## config.mk

```make
export PLATFORM = sky130hd
export DESIGN_NAME = md5_message_digest_top
export DESIGN_NICKNAME = d
export VERILOG_FILES = /design/src/rtl/md5_pkg.sv /design/src/rtl/md5_front.sv /design/src/rtl/md5_back.sv /design/src/rtl/md5_message_digest_top.sv
export SDC_FILE = /design/constraint.sdc
export NUM_CORES = 2
export LEC_CHECK = 0
export BUFFER_PORTS_ARGS = -buffer_cell sky130_fd_sc_hd__buf_2
export CAP_MARGIN = 20
export CORE_ASPECT_RATIO = 1.25
export CORE_MARGIN = 8
export CORE_UTILIZATION = 45
export DETAILED_ROUTE_END_ITERATION = 7
export GPL_TIMING_DRIVEN = 0
export PLACE_DENSITY = 0.6
export SYNTH_ARGS = -nofsm -noshare
export SYNTH_HDL_FRONTEND = slang
export SYNTH_SLANG_ARGS = --single-unit
```

## constraint.sdc

```tcl
create_clock -name clk -period 21.4 [get_ports clk]
set_clock_uncertainty 0.1 [all_clocks]
set_input_delay 5.35 -clock clk [delete_from_list [all_inputs] [get_ports clk]]
set_output_delay 5.35 -clock clk [all_outputs]
set_load 0.02 [all_outputs]
```

## src/rtl/md5_pkg.sv

```systemverilog
// md5_pkg: shared types, constants and round tables for the md5 digest block
// depends on nothing; imported by md5_front, md5_back and the top level
package md5_pkg;

  localparam int QDEPTH = 4;
  localparam int QAW    = $clog2(QDEPTH);

  localparam logic [31:0] IV_A = 32'h67452301;
  localparam logic [31:0] IV_B = 32'hefcdab89;
  localparam logic [31:0] IV_C = 32'h98badcfe;
  localparam logic [31:0] IV_D = 32'h10325476;

  localparam logic [7:0] PAD_MARK  = 8'h80;
  localparam logic [5:0] LEN_START = 6'd56;
  localparam logic [5:0] LAST_IDX  = 6'd63;

  typedef struct packed {
    logic [7:0] data_byte;
    logic       has_byte;
    logic       end_msg;
  } cmd_t;

  localparam logic [31:0] ROUND_K [64] = '{
    32'hd76aa478, 32'he8c7b756, 32'h242070db, 32'hc1bdceee,
    32'hf57c0faf, 32'h4787c62a, 32'ha8304613, 32'hfd469501,
    32'h698098d8, 32'h8b44f7af, 32'hffff5bb1, 32'h895cd7be,
    32'h6b901122, 32'hfd987193, 32'ha679438e, 32'h49b40821,
    32'hf61e2562, 32'hc040b340, 32'h265e5a51, 32'he9b6c7aa,
    32'hd62f105d, 32'h02441453, 32'hd8a1e681, 32'he7d3fbc8,
    32'h21e1cde6, 32'hc33707d6, 32'hf4d50d87, 32'h455a14ed,
    32'ha9e3e905, 32'hfcefa3f8, 32'h676f02d9, 32'h8d2a4c8a,
    32'hfffa3942, 32'h8771f681, 32'h6d9d6122, 32'hfde5380c,
    32'ha4beea44, 32'h4bdecfa9, 32'hf6bb4b60, 32'hbebfbc70,
    32'h289b7ec6, 32'heaa127fa, 32'hd4ef3085, 32'h04881d05,
    32'hd9d4d039, 32'he6db99e5, 32'h1fa27cf8, 32'hc4ac5665,
    32'hf4292244, 32'h432aff97, 32'hab9423a7, 32'hfc93a039,
    32'h655b59c3, 32'h8f0ccc92, 32'hffeff47d, 32'h85845dd1,
    32'h6fa87e4f, 32'hfe2ce6e0, 32'ha3014314, 32'h4e0811a1,
    32'hf7537e82, 32'hbd3af235, 32'h2ad7d2bb, 32'heb86d391
  };

  // indexed by {round group, round low bits}
  localparam logic [4:0] ROT_AMT [16] = '{
    5'd7, 5'd12, 5'd17, 5'd22,
    5'd5, 5'd9,  5'd14, 5'd20,
    5'd4, 5'd11, 5'd16, 5'd23,
    5'd6, 5'd10, 5'd15, 5'd21
  };

  function automatic logic [3:0] msg_index(input logic [5:0] r);
    logic [3:0] q;
    logic [3:0] idx;
    q = r[3:0];
    case (r[5:4])
      2'd0:    idx = q;
      2'd1:    idx = 4'(q * 4'd5 + 4'd1);
      2'd2:    idx = 4'(q * 4'd3 + 4'd5);
      default: idx = 4'(q * 4'd7);
    endcase
    return idx;
  endfunction

  function automatic logic [31:0] rotl(input logic [31:0] x, input logic [4:0] s);
    logic [63:0] t;
    t = {x, x} << s;
    return t[63:32];
  endfunction

endpackage

```

## src/rtl/md5_front.sv

```systemverilog
// md5_front: accepts input items, drops empty ones and queues the rest
// depends on md5_pkg (cmd_t, queue depth)
module md5_front (
  input  logic          clk,
  input  logic          rst,
  input  logic          in_valid,
  output logic          in_ready,
  input  logic [7:0]    data_byte,
  input  logic          has_byte,
  input  logic          end_of_message,
  output logic          cmd_valid,
  input  logic          cmd_ready,
  output md5_pkg::cmd_t cmd
);
  import md5_pkg::*;

  cmd_t             queue [QDEPTH];
  logic [QAW-1:0]   wptr;
  logic [QAW-1:0]   rptr;
  logic [QAW:0]     count;
  logic             push;
  logic             pop;

  assign in_ready  = (count != (QAW+1)'(QDEPTH));
  assign cmd_valid = (count != '0);
  assign push      = in_valid && in_ready && (has_byte || end_of_message);
  assign pop       = cmd_valid && cmd_ready;
  assign cmd       = queue[rptr];

  always_ff @(posedge clk) begin
    if (push) begin
      queue[wptr] <= '{data_byte: data_byte, has_byte: has_byte, end_msg: end_of_message};
    end
  end

  always_ff @(posedge clk) begin
    if (rst) begin
      wptr  <= '0;
      rptr  <= '0;
      count <= '0;
    end else begin
      if (push) wptr <= wptr + 1'b1;
      if (pop)  rptr <= rptr + 1'b1;
      if (push && !pop) begin
        count <= count + 1'b1;
      end else if (pop && !push) begin
        count <= count - 1'b1;
      end
    end
  end

endmodule

```

## src/rtl/md5_back.sv

```systemverilog
// md5_back: block store, padding sequencer, 64-round compression and digest register
// depends on md5_pkg (cmd_t, tables, initial chaining values)
module md5_back (
  input  logic          clk,
  input  logic          rst,
  input  logic          cmd_valid,
  output logic          cmd_ready,
  input  md5_pkg::cmd_t cmd,
  output logic          out_valid,
  input  logic          out_ready,
  output logic [63:0]   digest_low,
  output logic [63:0]   digest_high
);
  import md5_pkg::*;

  localparam logic [2:0] S_IDLE  = 3'd0;
  localparam logic [2:0] S_PAD   = 3'd1;
  localparam logic [2:0] S_PREP  = 3'd2;
  localparam logic [2:0] S_ROUND = 3'd3;
  localparam logic [2:0] S_FOLD  = 3'd4;
  localparam logic [2:0] S_OUT   = 3'd5;

  logic [2:0]       state;
  logic [5:0]       fill;
  logic [63:0]      bit_length;
  logic [31:0]      ca, cb, cc, cd;
  logic [31:0]      va, vb, vc, vd;
  logic [5:0]       rnd;
  logic             pad_active;
  logic             pad_mark;
  logic             len_mode;

  logic [3:0][7:0]  mem [16];
  logic [31:0]      rd_word;
  logic [3:0]       rd_addr;
  logic             wr_en;
  logic [7:0]       wr_data;
  logic             len_start;
  logic [63:0]      len_shift;

  logic [31:0]      mix;
  logic [31:0]      sum;
  logic [31:0]      nb;

  assign cmd_ready = (state == S_IDLE);
  assign len_start = !pad_mark && !len_mode && (fill == LEN_START);
  assign len_shift = bit_length >> {fill[2:0], 3'b000};

  always_comb begin
    wr_en   = 1'b0;
    wr_data = cmd.data_byte;
    if (state == S_IDLE) begin
      wr_en = cmd_valid && cmd.has_byte;
    end else if (state == S_PAD) begin
      wr_en = 1'b1;
      if (pad_mark) begin
        wr_data = PAD_MARK;
      end else if (len_start || len_mode) begin
        wr_data = len_shift[7:0];
      end else begin
        wr_data = '0;
      end
    end
  end

  assign rd_addr = (state == S_ROUND) ? msg_index(rnd + 6'd1) : '0;

  // byte-lane writes, word reads for the rounds
  always_ff @(posedge clk) begin
    if (wr_en) begin
      mem[fill[5:2]][fill[1:0]] <= wr_data;
    end
    rd_word <= mem[rd_addr];
  end

  always_comb begin
    case (rnd[5:4])
      2'd0:    mix = (vb & vc) | (~vb & vd);
      2'd1:    mix = (vd & vb) | (~vd & vc);
      2'd2:    mix = vb ^ vc ^ vd;
      default: mix = vc ^ (vb | ~vd);
    endcase
    sum = mix + va + ROUND_K[rnd] + rd_word;
    nb  = vb + rotl(sum, ROT_AMT[{rnd[5:4], rnd[1:0]}]);
  end

  always_ff @(posedge clk) begin
    if (rst) begin
      state      <= S_IDLE;
      fill       <= '0;
      bit_length <= '0;
      ca         <= IV_A;
      cb         <= IV_B;
      cc         <= IV_C;
      cd         <= IV_D;
      pad_active <= 1'b0;
      pad_mark   <= 1'b0;
      len_mode   <= 1'b0;
      out_valid  <= 1'b0;
    end else begin
      if (out_valid && out_ready && state != S_OUT) out_valid <= 1'b0;
      unique case (state)
        S_IDLE: begin
          if (cmd_valid) begin
            if (cmd.has_byte) begin
              fill       <= fill + 6'd1;
              bit_length <= bit_length + 64'd8;
            end
            if (cmd.end_msg) begin
              pad_active <= 1'b1;
              pad_mark   <= 1'b1;
            end
            if (cmd.has_byte && fill == LAST_IDX) begin
              state <= S_PREP;
            end else if (cmd.end_msg) begin
              state <= S_PAD;
            end
          end
        end
        S_PAD: begin
          fill     <= fill + 6'd1;
          pad_mark <= 1'b0;
          if (len_start) len_mode <= 1'b1;
          if (fill == LAST_IDX) state <= S_PREP;
        end
        S_PREP: begin
          va    <= ca;
          vb    <= cb;
          vc    <= cc;
          vd    <= cd;
          rnd   <= '0;
          state <= S_ROUND;
        end
        S_ROUND: begin
          va  <= vd;
          vb  <= nb;
          vc  <= vb;
          vd  <= vc;
          rnd <= rnd + 6'd1;
          if (rnd == LAST_IDX) state <= S_FOLD;
        end
        S_FOLD: begin
          ca <= ca + va;
          cb <= cb + vb;
          cc <= cc + vc;
          cd <= cd + vd;
          if (len_mode) begin
            state <= S_OUT;
          end else if (pad_active) begin
            state <= S_PAD;
          end else begin
            state <= S_IDLE;
          end
        end
        S_OUT: begin
          if (!out_valid || out_ready) begin
            digest_low  <= {cb, ca};
            digest_high <= {cd, cc};
            out_valid   <= 1'b1;
            ca          <= IV_A;
            cb          <= IV_B;
            cc          <= IV_C;
            cd          <= IV_D;
            fill        <= '0;
            bit_length  <= '0;
            pad_active  <= 1'b0;
            pad_mark    <= 1'b0;
            len_mode    <= 1'b0;
            state       <= S_IDLE;
          end
        end
        default: state <= S_IDLE;
      endcase
    end
  end

endmodule

```

## src/rtl/md5_message_digest_top.sv

```systemverilog
// md5_message_digest_top: md5 digest of a byte stream, front queue plus compression back end
// depends on md5_pkg, md5_front and md5_back
//
//   channel  | signals                                   | carries
//   ---------+-------------------------------------------+--------------------------------
//   in       | in_valid, in_ready                        | data_byte, has_byte, end_of_message
//   out      | out_valid, out_ready                      | digest_low, digest_high
//
// the back end takes byte items only while idle; every 64th byte starts a compression (load, 64 rounds, fold)
// an end item adds padding (9 to 72 bytes) and one or two compressions, then loads the
// digest register
// a four-entry item queue lets input continue while the back end compresses
// synchronous reset restores the initial chaining words and clears fill count and length
// the digest register holds its result while out_ready is low; the back end waits on it
module md5_message_digest_top (
  input  logic        clk,
  input  logic        rst,
  input  logic        in_valid,
  output logic        in_ready,
  input  logic [7:0]  data_byte,
  input  logic        has_byte,
  input  logic        end_of_message,
  output logic        out_valid,
  input  logic        out_ready,
  output logic [63:0] digest_low,
  output logic [63:0] digest_high
);
  import md5_pkg::*;

  cmd_t cmd;
  logic cmd_valid;
  logic cmd_ready;

  md5_front u_front (
    .clk            (clk),
    .rst            (rst),
    .in_valid       (in_valid),
    .in_ready       (in_ready),
    .data_byte      (data_byte),
    .has_byte       (has_byte),
    .end_of_message (end_of_message),
    .cmd_valid      (cmd_valid),
    .cmd_ready      (cmd_ready),
    .cmd            (cmd)
  );

  md5_back u_back (
    .clk         (clk),
    .rst         (rst),
    .cmd_valid   (cmd_valid),
    .cmd_ready   (cmd_ready),
    .cmd         (cmd),
    .out_valid   (out_valid),
    .out_ready   (out_ready),
    .digest_low  (digest_low),
    .digest_high (digest_high)
  );

endmodule
```

==> summary.md <==
| Metric | Value |
|---|---|
| Detail Route Antenna Nets | 0 |
| Starting density of the core | 0.453 |
| Number of CTS-inserted buffers | 107 |
| Worst setup margin | 8080 ps |
| Highest-utilization routing layer at the global route stage | met2 |
| First-pass GRT wire length | 296 mm |
| Number of vias per cell after detailed routing | 6.04 |
| Buffers from clock root to sink, at most | 3 |
| Standard-cell row count | 147 |
| Post-Syn Area per Cell | 10.6 µm² |
| Complex-gate fraction of the synthesized area | 0.152 |
| Power density over the cells | 158 mW/mm² |
| H-Tree Level Count | 3 |
| Max-cap violation count | 0 |
| Net switching power | around 4600 µW |
| Total internal power | 5790 µW |
| GRT Resource Usage Total | 0.285 |
| TritonCTS clock tree | built |
| Combinational family with the most area after synthesis | compound AO/OA/AOI/OAI gates |
| Pre-CTS setup slack | 8420 ps |
| Proportion of layout cells with a drive suffix above 1 | 0.0931 |
| Element type at the critical path start | register |
| Number of cells produced by synthesis | roughly 5500 |
| GP Congestion | 1.00 |
| Sort of element at the end of the critical path | register |
| Count of pins on the block boundary | 144 |
| Proportion of synthesized flip-flops having asynchronous set or reset | 0 |
| M3 GR Usage | 0.0400 |
| Synth Area in Simple Gates | 0.128 |
| Measured slew at the worst slew-check pin | 1250 ps |
| Critical path fanouts, max | 11 |
| Setup-violating endpoint count in the final report | 0 |
| Cell Area, Placed | between 0.06 and 0.07 mm² |
| Slew headroom | 0.169 |
| Distinct cells, synth | 93 |
| Root buf cell | clkbuf_16 |
| Estimated wirelength of the detail-placed design | approximately 160 mm |
| Dominant register cell in the synthesized netlist | edfxtp_1 |
| Unrepaired setup endpoints after global routing | no |
| Required time of the worst setup path | roughly 22000 ps |
| Resize count post-CTS | 0 |
| Remaining design rule violation count | 0 |
| Part of the total power dissipated in combinational logic | 0.538 |
| Lkg Pwr | 0.0251 µW |
| DRC marker count from the first detailed-route iteration | between 4000 and 5000 |
| Fin nets | 6096 |
| Total congestion overflow after global routing | 0 |
| Number of buffers and inverters on the critical path | 10 |
| Share of cell area taken by muxes after synthesis | 0.0639 |
| Area Growth Syn to Fin | 13.2% |
| Syn_nets | 5798 |
| Post-synth EDFFs | about 810 |
| Vias in the first global route | 44039 |
| Max-slew violation count | 0 |
| Critical path's slowest cell | clkbuf_1 |
| Global-route track usage on met2 | 0.478 |
| Power share of the sequential group | 0.267 |
| Total number of vias | 45906 |
| Width of the die | 337 µm |
| Worst-case register-to-register setup slack | 8080 ps |
| Maximum number of pins on one net before global-route repair | 39 |
| Post-synthesis share of cell area spent on xor and xnor gates | 0.0389 |
| Number of buffers added for setup after CTS | 0 |
| Fraction of the mapped netlist area in adder cells | 0.0764 |
| Routed length per instance | approximately 27 µm |
| Critical Path Max Stage Delay | around 960 ps |
| Synthesis Warnings | 0 |
| Net Sw Frac | 0.443 |
| Placeable core region | 0.128 mm² |
| Sum of negative setup slack | 0 ps |
| Clock Latency Late Sink | 740 ps |
| Smallest hold slack | 364 ps |
| Cell mode on critical path | clkbuf_1 |
| Clock share of power | 0.195 |
| Total Die Area | 0.141 mm² |
| Worst setup path category | reg -> reg |
| Worst endpoint data arrival time | ~14000 ps |
| DRT Pass-1 Iters | 6 |
| Count of hold buffers inserted by post-cts repair | 0 |
| Worst ir drop on vdd | around 0.11 mV |
| Cell area after layout | 0.0657 mm² |
| Kind of cell with the highest combined delay on the critical path | compound AO/OA/AOI/OAI gates |
| Initial antenna violation count | 5 |
| Die Y | 418 µm |
| Total count of hold-check failures in the final report | 0 |
| Status | completed |
| # port buffers | around 140 |
| Clock transition at the register clock pins on the worst setup and hold paths after CTS | 70 ps |
| End-of-flow core utilization | 0.512 |
| Wire length after detailed routing | roughly 210 mm |
| Post-synthesis cell area | 0.0580 mm² |
| Period utilization | 0.622 |
| Met1 routing resource usage after global routing | 0.349 |
| Post-synthesis sequential element count | 1057 |
| Fraction of the yosys area taken by sequential cells | 0.505 |
| Fmax | 75.1 MHz |
| Min-Delay Path Class | reg -> reg |
| Count of clock tree sinks | 1057 |
| Final period demand of the worst path | roughly 13000 ps |
path summary, 6_finish.rpt:
check | start | to | cells after the start
worst max-delay path | u_back.rnd[4] | u_back.vb[31] | 39
worst min-delay path | u_back.pad_active | u_back.pad_active | 2
worst max register to register | u_back.rnd[4] | u_back.vb[31] | 39
worst min register to register | u_back.pad_active | u_back.pad_active | 2
Yosys cell counts, types with 8 or more instances:
cell type / n / area share
edfxtp_1: 814 / 0.42
nand2_1: 748 / 0.048
nor2_1: 404 / 0.026
a21oi_1: 336 / 0.029
o21ai_0: 278 / 0.024
inv_1: 244 / 0.016
dfxtp_1: 243 / 0.084
clkbuf_1: 240 / 0.016
ha_1: 220 / 0.047
mux2i_1: 204 / 0.035
nand3_1: 139 / 0.012
a211oi_1: 133 / 0.017
xnor2_1: 129 / 0.019
xor2_1: 129 / 0.019
a31oi_1: 106 / 0.011
a21o_1: 102 / 0.013
and2_1: 98 / 0.011
nor3_1: 80 / 0.0069
fa_1: 69 / 0.024
mux4_2: 64 / 0.025
a311oi_1: 47 / 0.0071
buf_1: 43 / 0.0028
o21a_1: 41 / 0.0053
or3_1: 41 / 0.0044
and3_1: 40 / 0.0043
nand2b_1: 32 / 0.0034
o22a_1: 32 / 0.0048
maj3_1: 30 / 0.0052
o221a_2: 30 / 0.0058
nand4_1: 28 / 0.0030
o211ai_1: 27 / 0.0035
nor2b_1: 25 / 0.0027
a22oi_1: 23 / 0.0030
buf_2: 20 / 0.0017
mux2_2: 20 / 0.0039
o22ai_1: 20 / 0.0022
o31ai_1: 18 / 0.0023
o21bai_1: 17 / 0.0022
o311ai_0: 15 / 0.0023
a221oi_1: 12 / 0.0018
a211o_1: 10 / 0.0015
and4_1: 9 / 0.0014
nand3b_1: 8 / 0.0010
power groups by stage:
stage                     Clock, µW  Sequential [µW]  Combinational, µW
final                          2030             2770               5590
after global routing           2130             2780               6050
after CTS                      2050             2770               5480
after detailed placement          0             2810               5440
after global placement            0             2900               5300
after floorplan                   0             2750               3770
worst register-to-register path, delay by kind of cell (launching register included):
kind,cells,cell delay (ps)
buffers and inverters,10,4030
muxes,3,770
adders and majority gates,4,1660
and+or+nand+nor,5,850
xor gates and xnor gates,2,370
AOI/OAI and AO/OA,15,5130
DFF,1,310
placed cells by master (no fill, tap or decap), types with 204 or more instances in the layout:
cell | synthesis | routed
nand2_1 | 748 | 748
inv_1 | 244 | 244
dfxtp_1 | 243 | 243
nor2_1 | 404 | 402
o21ai_0 | 278 | 274
edfxtp_1 | 814 | 814
mux2i_1 | 204 | 204
clkbuf_1 | 240 | 251
ha_1 | 220 | 220
a21oi_1 | 336 | 336
sequential cells by signal, indices dropped and copies added, names as in the netlist, 3 cells and up, named ones only:
name,flops
u_back.vb,32
u_back.vc,32
u_back.mem,512
u_back.fill,6
u_back.digest_high,64
u_back.digest_low,64
u_back.cb,32
u_back.vd,32
u_back.rd_word,32
u_back.va,32
u_back.rnd,6
u_back.state,3
u_back.ca,32
u_back.cc,32
u_front.queue,40
u_back.cd,32
u_front.count,3
u_back.bit_length,61
layer usage:
layer / vias up / part of all wire
met5: - / 0
met4: 0 / 0.066
met3: 582 / 0.066
met2: 1950 / 0.48
met1: 22561 / 0.39
li1: 20813 / -
per-stage QoR:
stage	cells	total power [µW]
floorplan	5495	6520
global placement	7350	8200
detailed placement	7396	8260
CTS	7598	10300
global route	7599	11000
finish	7603	10400
kinds of logic after synthesis:
| group | Yosys count |
|---|---|
| AND/OR/NAND/NOR | 1678 |
| buffers and inverters | 551 |
| AO/OA/AOI/OAI | 1344 |
| adder cells (fa/ha/maj) | 319 |
| XOR/XNOR | 258 |
| multiplexers | 288 |
| flip-flops | 1057 |
cell type report:
class / count / area (µm²)
multi-input combinational: 3887 / 26800
timing repair buffer: 189 / 1490
clock inverter: 67 / 862
tap: 1713 / 2140
buffer: 305 / 1180
sequential: 1057 / 29300
fill: 11586 / 62500
clock buffer: 135 / 3000
inverter: 246 / 923
antenna: 4 / 10.0
Note: power is estimated with default switching activity, not from simulation.
